**src/hdl/integer_bit_count_unit_macros.svh**
```systemverilog
// integer_bit_count_unit_macros.svh: assertion macros for the bit count unit.
// Define NO_ASSERTIONS to compile the checks away.
`ifndef INTEGER_BIT_COUNT_UNIT_MACROS_SVH
`define INTEGER_BIT_COUNT_UNIT_MACROS_SVH

`ifndef NO_ASSERTIONS
// antecedent and consequent on the same edge
`define IBC_ASSERT_IMP(label, clk, rst_n, ante, cons) \
    label: assert property (@(posedge clk) disable iff (!rst_n) (ante) |-> (cons)) \
        else $error("integer_bit_count_unit check failed");
// consequent on the edge after the antecedent completes
`define IBC_ASSERT_NXT(label, clk, rst_n, ante, cons) \
    label: assert property (@(posedge clk) disable iff (!rst_n) (ante) |=> (cons)) \
        else $error("integer_bit_count_unit check failed");
`else
`define IBC_ASSERT_IMP(label, clk, rst_n, ante, cons)
`define IBC_ASSERT_NXT(label, clk, rst_n, ante, cons)
`endif

`endif

```
**src/hdl/ibc_pkg.sv**
```systemverilog
// ibc_pkg: constants, opcode and type codes, stage-advance struct and
// bit helper functions for the integer bit count unit. No dependencies.
package ibc_pkg;

    localparam int LANES   = 4;
    localparam int NUM_OUT = 4;
    localparam int WORD_W  = 32;
    localparam int RES_W   = 33;
    localparam int CNT_W   = 6;

    localparam logic [2:0] OP_POP = 3'd0;
    localparam logic [2:0] OP_LZC = 3'd1;
    localparam logic [2:0] OP_TZC = 3'd2;
    localparam logic [2:0] OP_REV = 3'd3;
    localparam logic [2:0] OP_FTB = 3'd4;
    localparam logic [2:0] OP_FLB = 3'd5;

    localparam logic [1:0] TY_U32 = 2'd0;
    localparam logic [1:0] TY_I32 = 2'd1;
    localparam logic [1:0] TY_ABS = 2'd2;

    localparam logic [WORD_W-1:0] ALL_ONES = '1;

    typedef struct packed {
        logic s1;
        logic s2;
        logic s3;
    } adv_t;

    function automatic logic [WORD_W-1:0] bit_rev(input logic [WORD_W-1:0] w_in);
        logic [WORD_W-1:0] w;
        begin
            w = w_in;
            w = ((w & 32'h5555_5555) << 1) | ((w >> 1) & 32'h5555_5555);
            w = ((w & 32'h3333_3333) << 2) | ((w >> 2) & 32'h3333_3333);
            w = ((w & 32'h0f0f_0f0f) << 4) | ((w >> 4) & 32'h0f0f_0f0f);
            w = ((w & 32'h00ff_00ff) << 8) | ((w >> 8) & 32'h00ff_00ff);
            bit_rev = (w << 16) | (w >> 16);
        end
    endfunction

    function automatic logic [3:0] byte_pop(input logic [7:0] b);
        logic [3:0] n;
        begin
            n = 4'd0;
            for (int i = 0; i < 8; i++)
            begin
                n = n + {3'd0, b[i]};
            end
            byte_pop = n;
        end
    endfunction

    // trailing zeros of a nonzero byte
    function automatic logic [2:0] byte_tz(input logic [7:0] b);
        logic [2:0] n;
        begin
            n = 3'd0;
            for (int i = 7; i >= 0; i--)
            begin
                if (b[i])
                begin
                    n = 3'(i);
                end
            end
            byte_tz = n;
        end
    endfunction

endpackage

```
**src/hdl/integer_bit_count_unit.sv**
```systemverilog
// integer_bit_count_unit: lane-wise popcount, leading/trailing zeros, bit
// reverse, first trailing/leading bit. Depends on ibc_pkg, ibc_ctrl, ibc_lane.
//
// Takes one item per clock while result_ready stays high; every lane has
// three register stages (operand select and reverse, per-byte counts, final
// combine), and the third stage is the output register, so ready stays high
// while a result waits as long as an earlier stage is free. Lanes at or
// beyond lane_count and opcodes 6 and 7 return zero.
`include "integer_bit_count_unit_macros.svh"
module integer_bit_count_unit (
    input  logic                              clk,
    input  logic                              rst_n,
    input  logic                              valid,
    output logic                              ready,
    input  logic [2:0]                        opcode,
    input  logic [1:0]                        element_type,
    input  logic [2:0]                        lane_count,
    input  logic [ibc_pkg::WORD_W-1:0]        value_0,
    input  logic [ibc_pkg::WORD_W-1:0]        value_1,
    input  logic [ibc_pkg::WORD_W-1:0]        value_2,
    input  logic [ibc_pkg::WORD_W-1:0]        value_3,
    output logic                              result_valid,
    input  logic                              result_ready,
    output logic signed [ibc_pkg::RES_W-1:0]  result_0,
    output logic signed [ibc_pkg::RES_W-1:0]  result_1,
    output logic signed [ibc_pkg::RES_W-1:0]  result_2,
    output logic signed [ibc_pkg::RES_W-1:0]  result_3
);
    import ibc_pkg::*;

    adv_t                     adv;
    logic [WORD_W-1:0]        lane_val [NUM_OUT];
    logic signed [RES_W-1:0]  lane_res [NUM_OUT];
    logic [NUM_OUT-1:0]       lane_en;

    assign lane_val[0] = value_0;
    assign lane_val[1] = value_1;
    assign lane_val[2] = value_2;
    assign lane_val[3] = value_3;

    assign result_0 = lane_res[0];
    assign result_1 = lane_res[1];
    assign result_2 = lane_res[2];
    assign result_3 = lane_res[3];

    ibc_ctrl u_ctrl (
        .clk          (clk),
        .rst_n        (rst_n),
        .valid        (valid),
        .ready        (ready),
        .result_valid (result_valid),
        .result_ready (result_ready),
        .adv          (adv)
    );

    for (genvar i = 0; i < NUM_OUT; i++)
    begin : g_lane
        assign lane_en[i] = (lane_count > 3'(i)) && (i < LANES);

        ibc_lane u_lane (
            .clk          (clk),
            .adv          (adv),
            .opcode       (opcode),
            .element_type (element_type),
            .lane_en      (lane_en[i]),
            .value        (lane_val[i]),
            .result       (lane_res[i])
        );
    end

    // output ready lets every stage move
    `IBC_ASSERT_IMP(a_ready_chain, clk, rst_n, result_ready, ready)
    // unknown opcode, no stall: all-zero result once it reaches the output
    `IBC_ASSERT_NXT(a_bad_op_zero, clk, rst_n, valid && ready && opcode[2] && opcode[1] ##1 result_ready ##1 result_ready, result_valid && result_0 == '0 && result_1 == '0 && result_2 == '0 && result_3 == '0)
    // single lane, no stall: upper lanes are zero
    `IBC_ASSERT_NXT(a_one_lane_zero, clk, rst_n, valid && ready && lane_count == 3'd1 ##1 result_ready ##1 result_ready, result_valid && result_1 == '0 && result_2 == '0 && result_3 == '0)

endmodule

```
**src/hdl/ibc_ctrl.sv**
```systemverilog
// ibc_ctrl: valid bits and stage advance for the three-stage pipeline.
// Depends on ibc_pkg.
module ibc_ctrl (
    input  logic         clk,
    input  logic         rst_n,
    input  logic         valid,
    output logic         ready,
    output logic         result_valid,
    input  logic         result_ready,
    output ibc_pkg::adv_t adv
);
    import ibc_pkg::*;

    logic v1_reg;
    logic v2_reg;
    logic v3_reg;

    // a stage moves when it is empty or the next one moves
    always_comb
    begin
        adv.s3 = !v3_reg || result_ready;
        adv.s2 = !v2_reg || adv.s3;
        adv.s1 = !v1_reg || adv.s2;
    end

    assign ready        = adv.s1;
    assign result_valid = v3_reg;

    always_ff @(posedge clk or negedge rst_n)
    begin
        if (!rst_n)
        begin
            v1_reg <= 1'b0;
            v2_reg <= 1'b0;
            v3_reg <= 1'b0;
        end
        else
        begin
            if (adv.s1)
            begin
                v1_reg <= valid;
            end
            if (adv.s2)
            begin
                v2_reg <= v1_reg;
            end
            if (adv.s3)
            begin
                v3_reg <= v2_reg;
            end
        end
    end

endmodule

```
**src/hdl/ibc_lane.sv**
```systemverilog
// ibc_lane: one lane's datapath: operand select and reverse, byte counts,
// then final count, raw result and per-type reading. Depends on ibc_pkg.
module ibc_lane (
    input  logic                               clk,
    input  ibc_pkg::adv_t                      adv,
    input  logic [2:0]                         opcode,
    input  logic [1:0]                         element_type,
    input  logic                               lane_en,
    input  logic [ibc_pkg::WORD_W-1:0]         value,
    output logic signed [ibc_pkg::RES_W-1:0]   result
);
    import ibc_pkg::*;

    // stage 1
    logic [2:0]        op1_reg;
    logic [1:0]        ty1_reg;
    logic              live1_reg;
    logic [WORD_W-1:0] x1_reg;
    logic [WORD_W-1:0] y;
    logic [WORD_W-1:0] x1_next;

    // stage 2
    logic [2:0]        op2_reg;
    logic [1:0]        ty2_reg;
    logic              live2_reg;
    logic [WORD_W-1:0] x2_reg;
    logic [3:0]        pop2_reg [4];
    logic [2:0]        tz2_reg  [4];
    logic [3:0]        nz2_reg;

    // stage 3
    logic [CNT_W-1:0]  pop;
    logic [CNT_W-1:0]  tz;
    logic              zero;
    logic [WORD_W-1:0] raw;
    logic [RES_W-1:0]  res_next;
    logic [RES_W-1:0]  res_reg;

    // leading-bit ops work as trailing-bit ops on the reversed word
    always_comb
    begin
        y = value;
        if (opcode == OP_FLB && (element_type == TY_I32 || element_type == TY_ABS)
            && value[WORD_W-1])
        begin
            y = ~value;
        end
        case (opcode) inside
            OP_LZC, OP_REV, OP_FLB: x1_next = bit_rev(y);
            default:                x1_next = value;
        endcase
    end

    always_ff @(posedge clk)
    begin
        if (adv.s1)
        begin
            op1_reg   <= opcode;
            ty1_reg   <= element_type;
            live1_reg <= lane_en && (opcode <= OP_FLB);
            x1_reg    <= x1_next;
        end
    end

    always_ff @(posedge clk)
    begin
        if (adv.s2)
        begin
            op2_reg   <= op1_reg;
            ty2_reg   <= ty1_reg;
            live2_reg <= live1_reg;
            x2_reg    <= x1_reg;
            for (int b = 0; b < 4; b++)
            begin
                pop2_reg[b] <= byte_pop(x1_reg[8*b +: 8]);
                tz2_reg[b]  <= byte_tz(x1_reg[8*b +: 8]);
                nz2_reg[b]  <= |x1_reg[8*b +: 8];
            end
        end
    end

    always_comb
    begin
        pop = CNT_W'(pop2_reg[0]) + CNT_W'(pop2_reg[1])
            + CNT_W'(pop2_reg[2]) + CNT_W'(pop2_reg[3]);
        zero = ~|nz2_reg;
        if (nz2_reg[0])
            tz = {3'd0, tz2_reg[0]};
        else if (nz2_reg[1])
            tz = {3'd1, tz2_reg[1]};
        else if (nz2_reg[2])
            tz = {3'd2, tz2_reg[2]};
        else if (nz2_reg[3])
            tz = {3'd3, tz2_reg[3]};
        else
            tz = CNT_W'(WORD_W);

        case (op2_reg) inside
            OP_POP:         raw = WORD_W'(pop);
            OP_LZC, OP_TZC: raw = WORD_W'(tz);
            OP_REV:         raw = x2_reg;
            OP_FTB:         raw = zero ? ALL_ONES : WORD_W'(tz);
            OP_FLB:         raw = zero ? ALL_ONES : WORD_W'(5'd31 - tz[4:0]);
            default:        raw = '0;
        endcase

        if (!live2_reg)
            res_next = '0;
        else if (ty2_reg == TY_I32)
            res_next = {raw[WORD_W-1], raw};
        else if (ty2_reg == TY_ABS && raw == ALL_ONES)
            res_next = '1;
        else
            res_next = {1'b0, raw};
    end

    always_ff @(posedge clk)
    begin
        if (adv.s3)
        begin
            res_reg <= res_next;
        end
    end

    assign result = signed'(res_reg);

endmodule

```
**config.mk**
```make
export PLATFORM = sky130hd
export DESIGN_NAME = integer_bit_count_unit
export DESIGN_NICKNAME = d
export VERILOG_FILES = /design/src/hdl/ibc_pkg.sv /design/src/hdl/integer_bit_count_unit.sv /design/src/hdl/ibc_ctrl.sv /design/src/hdl/ibc_lane.sv
export VERILOG_INCLUDE_DIRS = /design/src /design/src/hdl
export SDC_FILE = /design/constraint.sdc
export NUM_CORES = 1
export LEC_CHECK = 0
export BUFFER_PORTS_ARGS = -buffer_cell sky130_fd_sc_hd__buf_2
export CORE_MARGIN = 5
export CORE_UTILIZATION = 30
export DETAILED_ROUTE_END_ITERATION = 8
export HOLD_SLACK_MARGIN = 0.12
export SYNTH_ARGS = -nofsm -noshare
export SYNTH_HDL_FRONTEND = slang
export SYNTH_SLANG_ARGS = --single-unit
```
**constraint.sdc**
```tcl
create_clock -name clk -period 8.5 [get_ports clk]
set_input_delay 0.425 -clock clk [delete_from_list [all_inputs] [get_ports clk]]
set_output_delay 0.425 -clock clk [all_outputs]
set_load 0.03 [all_outputs]
```
==> flow_summary.json <==
{
  "cts_sinks": 537,
  "synth_top_area_share_pct": 58.5,
  "worst_slack_ns": 4.43,
  "pwr-share-comb_pct": 33.9,
  "finish.utilization_pct": 35.4,
  "synth_edf_count": 534,
  "outcome": "completed",
  "coreArea_um2": 90300,
  "grt_max_degree": 138,
  "grt_pass1_vias": 18100,
  "worstPathCellList": "buf_4 > buf_4 > nor2b_1 > nand2_1 > a21o_1 > nor4b_1 > nand4_1 > o31ai_1",
  "critPathRequiredTime_ns": 8.91,
  "synthAdderAreaFrac_pct": 10.8,
  "path_common_cell": "buf_4",
  "path_clk_slew_ns": 0.07,
  "tightest_slew_ns": 1.18,
  "syn_nets": 2650,
  "final_area_um2": 32000,
  "maxSlewHeadroom_pct": 21.3,
  "p_int_mw": 6.02,
  "fin_skew_ns": 0.0200,
  "period_minus_slack_ns": 4.07,
  "finalCritPeriodShare_pct": 47.9,
  "grt-ovfl-total": 0,
  "crit_path_end_kind": "register",
  "drive_above_1_share_pct": 14.8,
  "worstSetupPathType": "register to register",
  "slowest_delay_ns": 0.84,
  "gp_congestion": 0.860,
  "crit_path_top_delay_cell": "nor2b_1",
  "hold_violations": 0,
  "place_ws_ns": 4.41,
  "synth_most_common_cell": "edfxtp_1",
  "antenna_found_initial": 19,
  "synth_xor_area_share_pct": 4.95,
  "area_growth_pct": 16.7,
  "synth_simple_gate_area_share_pct": 11.1,
  "synth_area_leaders": "edfxtp_1 59%, fa_1 6.4%, ha_1 4.4%",
  "max_clock_freq_mhz": 245,
  "pwr-share-seq_pct": 41.7,
  "viasPerCell": 4.64,
  "die_area_um2": 97500,
  "setup_tns_ns": 0,
  "min_path_type": "primary input to asynchronous set/reset pin",
  "synth.distinct_cells": 76,
  "rows": 110,
  "die_x_um": 312,
  "cts_root_buffer": "clkbuf_16",
  "synth_area_leader_cell": "edfxtp_1",
  "cts_buffers": 51,
  "p_per_area_nw_per_um2": 285,
  "routedWlPerCell_um": 18.5,
  "post_dp_cell_area_um2": 30100,
  "first_pass_iters": 5,
  "grt_pass1_wl_mm": 108,
  "rrSetupSlack_ns": 4.43,
  "critical_path_arrival_ns": 4.49,
  "drt_iter0_markers": 1391,
  "synthTopCellsByCount": "534 x edfxtp_1, 293 x nor2_1, 285 x inv_1",
  "avgSynthCellArea_um2": 11.8,
  "cp_max_fo": 58,
  "cts_tree": "yes",
  "die_h_um": 312,
  "drv_cap": 0,
  "rsz0062_at_grt": "false",
  "yosysSeqAreaShare_pct": 58.8,
  "cts_resized": 0,
  "ir_worst_vdd_uv": 196,
  "dp_hpwl_mm": 53.4,
  "multi_input_comb_area_um2": 9900,
  "syn-instance-count": 2326,
  "async_flop_share_pct": 0.559,
  "final.fill_count": 8949,
  "cts-htree-levels": 2,
  "p_leak_nw": 13.2,
  "synth_ff_type": "edfxtp_1",
  "synth_warnings": 0,
  "slew_violations": 0,
  "clockBufferDepth": 3,
  "start_kind": "register",
  "regArea_um2": 16100,
  "synthesis.area_um2": 27400,
  "muxShareOfSynthArea_pct": 0.297,
  "largest_reg_flops": 132,
  "synth_top_family_by_area": "simple AND/OR/NAND/NOR gates",
  "vias": 17800,
  "track_usage_pct": 14.3,
  "ios": 274,
  "wirelength_mm": 71.2,
  "io_buffer_count": 273,
  "sw_frac_of_total_pct": 34.1,
  "start_util_pct": 30.4,
  "synth_compound_area_share_pct": 8.81,
  "nets": 2939,
  "clk_latency_ns": 0.59,
  "setup_viol": 0,
  "drc": 0,
  "synth_seq_cells": 537,
  "power_switching_mw": 3.11,
  "clock_power_share_pct": 24.5,
  "antenna_left": 0
}
## final timing paths
path	startpoint	to	depth (start not counted)
worst max-delay path	g_lane[1].u_lane.op2_reg[2]	g_lane[0].u_lane.result[32]	8
worst min-delay path	rst_n	u_ctrl.result_valid	2
worst max register to register	g_lane[1].u_lane.op2_reg[2]	g_lane[0].u_lane.result[32]	8
worst min register to register	g_lane[0].u_lane.op1_reg[2]	g_lane[1].u_lane.op2_reg[2]	0
max in group asynchronous	rst_n	u_ctrl.v2_reg	2
min in group clk	value_3[30]	g_lane[3].u_lane.x1_reg[30]	3
## layout by cell type (no fill, tap or decap), types with 12 or more instances in the layout
cell	synthesis	layout
buf_2	20	273
nand4_1	29	29
a21boi_0	18	18
fa_1	88	88
nand2_1	179	178
edfxtp_1	534	534
a21oi_1	92	92
nor2b_1	40	40
clkbuf_16	0	53
dlygate4sd3_1	0	28
and2_1	13	13
o21bai_1	17	17
buf_4	3	18
xnor2_1	20	20
clkbuf_1	55	15
xor2_1	135	135
a21o_1	12	12
nor3_1	14	13
nand3_1	34	34
nor4_1	26	26
clkinv_2	0	12
inv_1	285	285
nand2b_1	16	14
o21ai_0	162	162
ha_1	96	96
nor2_1	293	293
## cells by family after synthesis
kind of cell               Yosys count
AOI/OAI and AO/OA                  393
xor gates and xnor gates           155
adders and majority gates          185
buffers and inverters              370
DFF                                537
muxes                                8
and+or+nand+nor                    678
## layer usage
| layer | GRT usage [%] | part of all wire, % |
|---|---|---|
| met4 | 4.68 | 3.1 |
| met2 | 25.2 | 51 |
| met1 | 17.8 | 41 |
| met3 | 2.60 | 5.6 |
| met5 | 0 | 0.12 |
## stage by stage
step / cells / hold WS [ns] / total power, mW
2_1_floorplan: 2326 / 0.129 / 6.01
3_3_place_gp: 3710 / 0.223 / 6.90
3_5_place_dp: 3710 / 0.221 / 6.97
6_report: 3842 / 0.149 / 9.13
5_1_grt: 3835 / 0.139 / 9.76
4_1_cts: 3831 / 0.121 / 9.24
## repair_timing
item / 4_1_cts / 5_1_grt
hold endpoints to repair: 30 / 0
hold buffers: 28 / 0
buffers inserted: 0 / 0
## worst max-delay path, delay by kind of cell (launching register included)
family	cells	cell delay (ns)
buf+inv	2	1.17
flops	1	0.32
compound gates	2	0.76
simple gates	4	1.61
## power groups by stage
stage / Sequential [mW] / Clock (mW) / Combinational (mW)
final: 3.81 / 2.23 / 3.09
after detailed placement: 3.87 / 0 / 3.10
after floorplan: 3.93 / 0 / 2.08
after global routing: 3.86 / 2.40 / 3.51
after CTS: 3.81 / 2.29 / 3.14
after global placement: 3.87 / 0 / 3.04
## layout make-up
cell class / count / area share [%]
repair buffers: 320 / 5.63
inverters: 286 / 3.35
diodes: 11 / 0.0860
clock inverters: 25 / 0.712
clock buffers: 68 / 4.32
flip-flops and latches: 537 / 50.3
well taps: 1176 / 4.60
multi-input cells: 1419 / 31.0
Note: power is estimated with default switching activity, not from simulation.
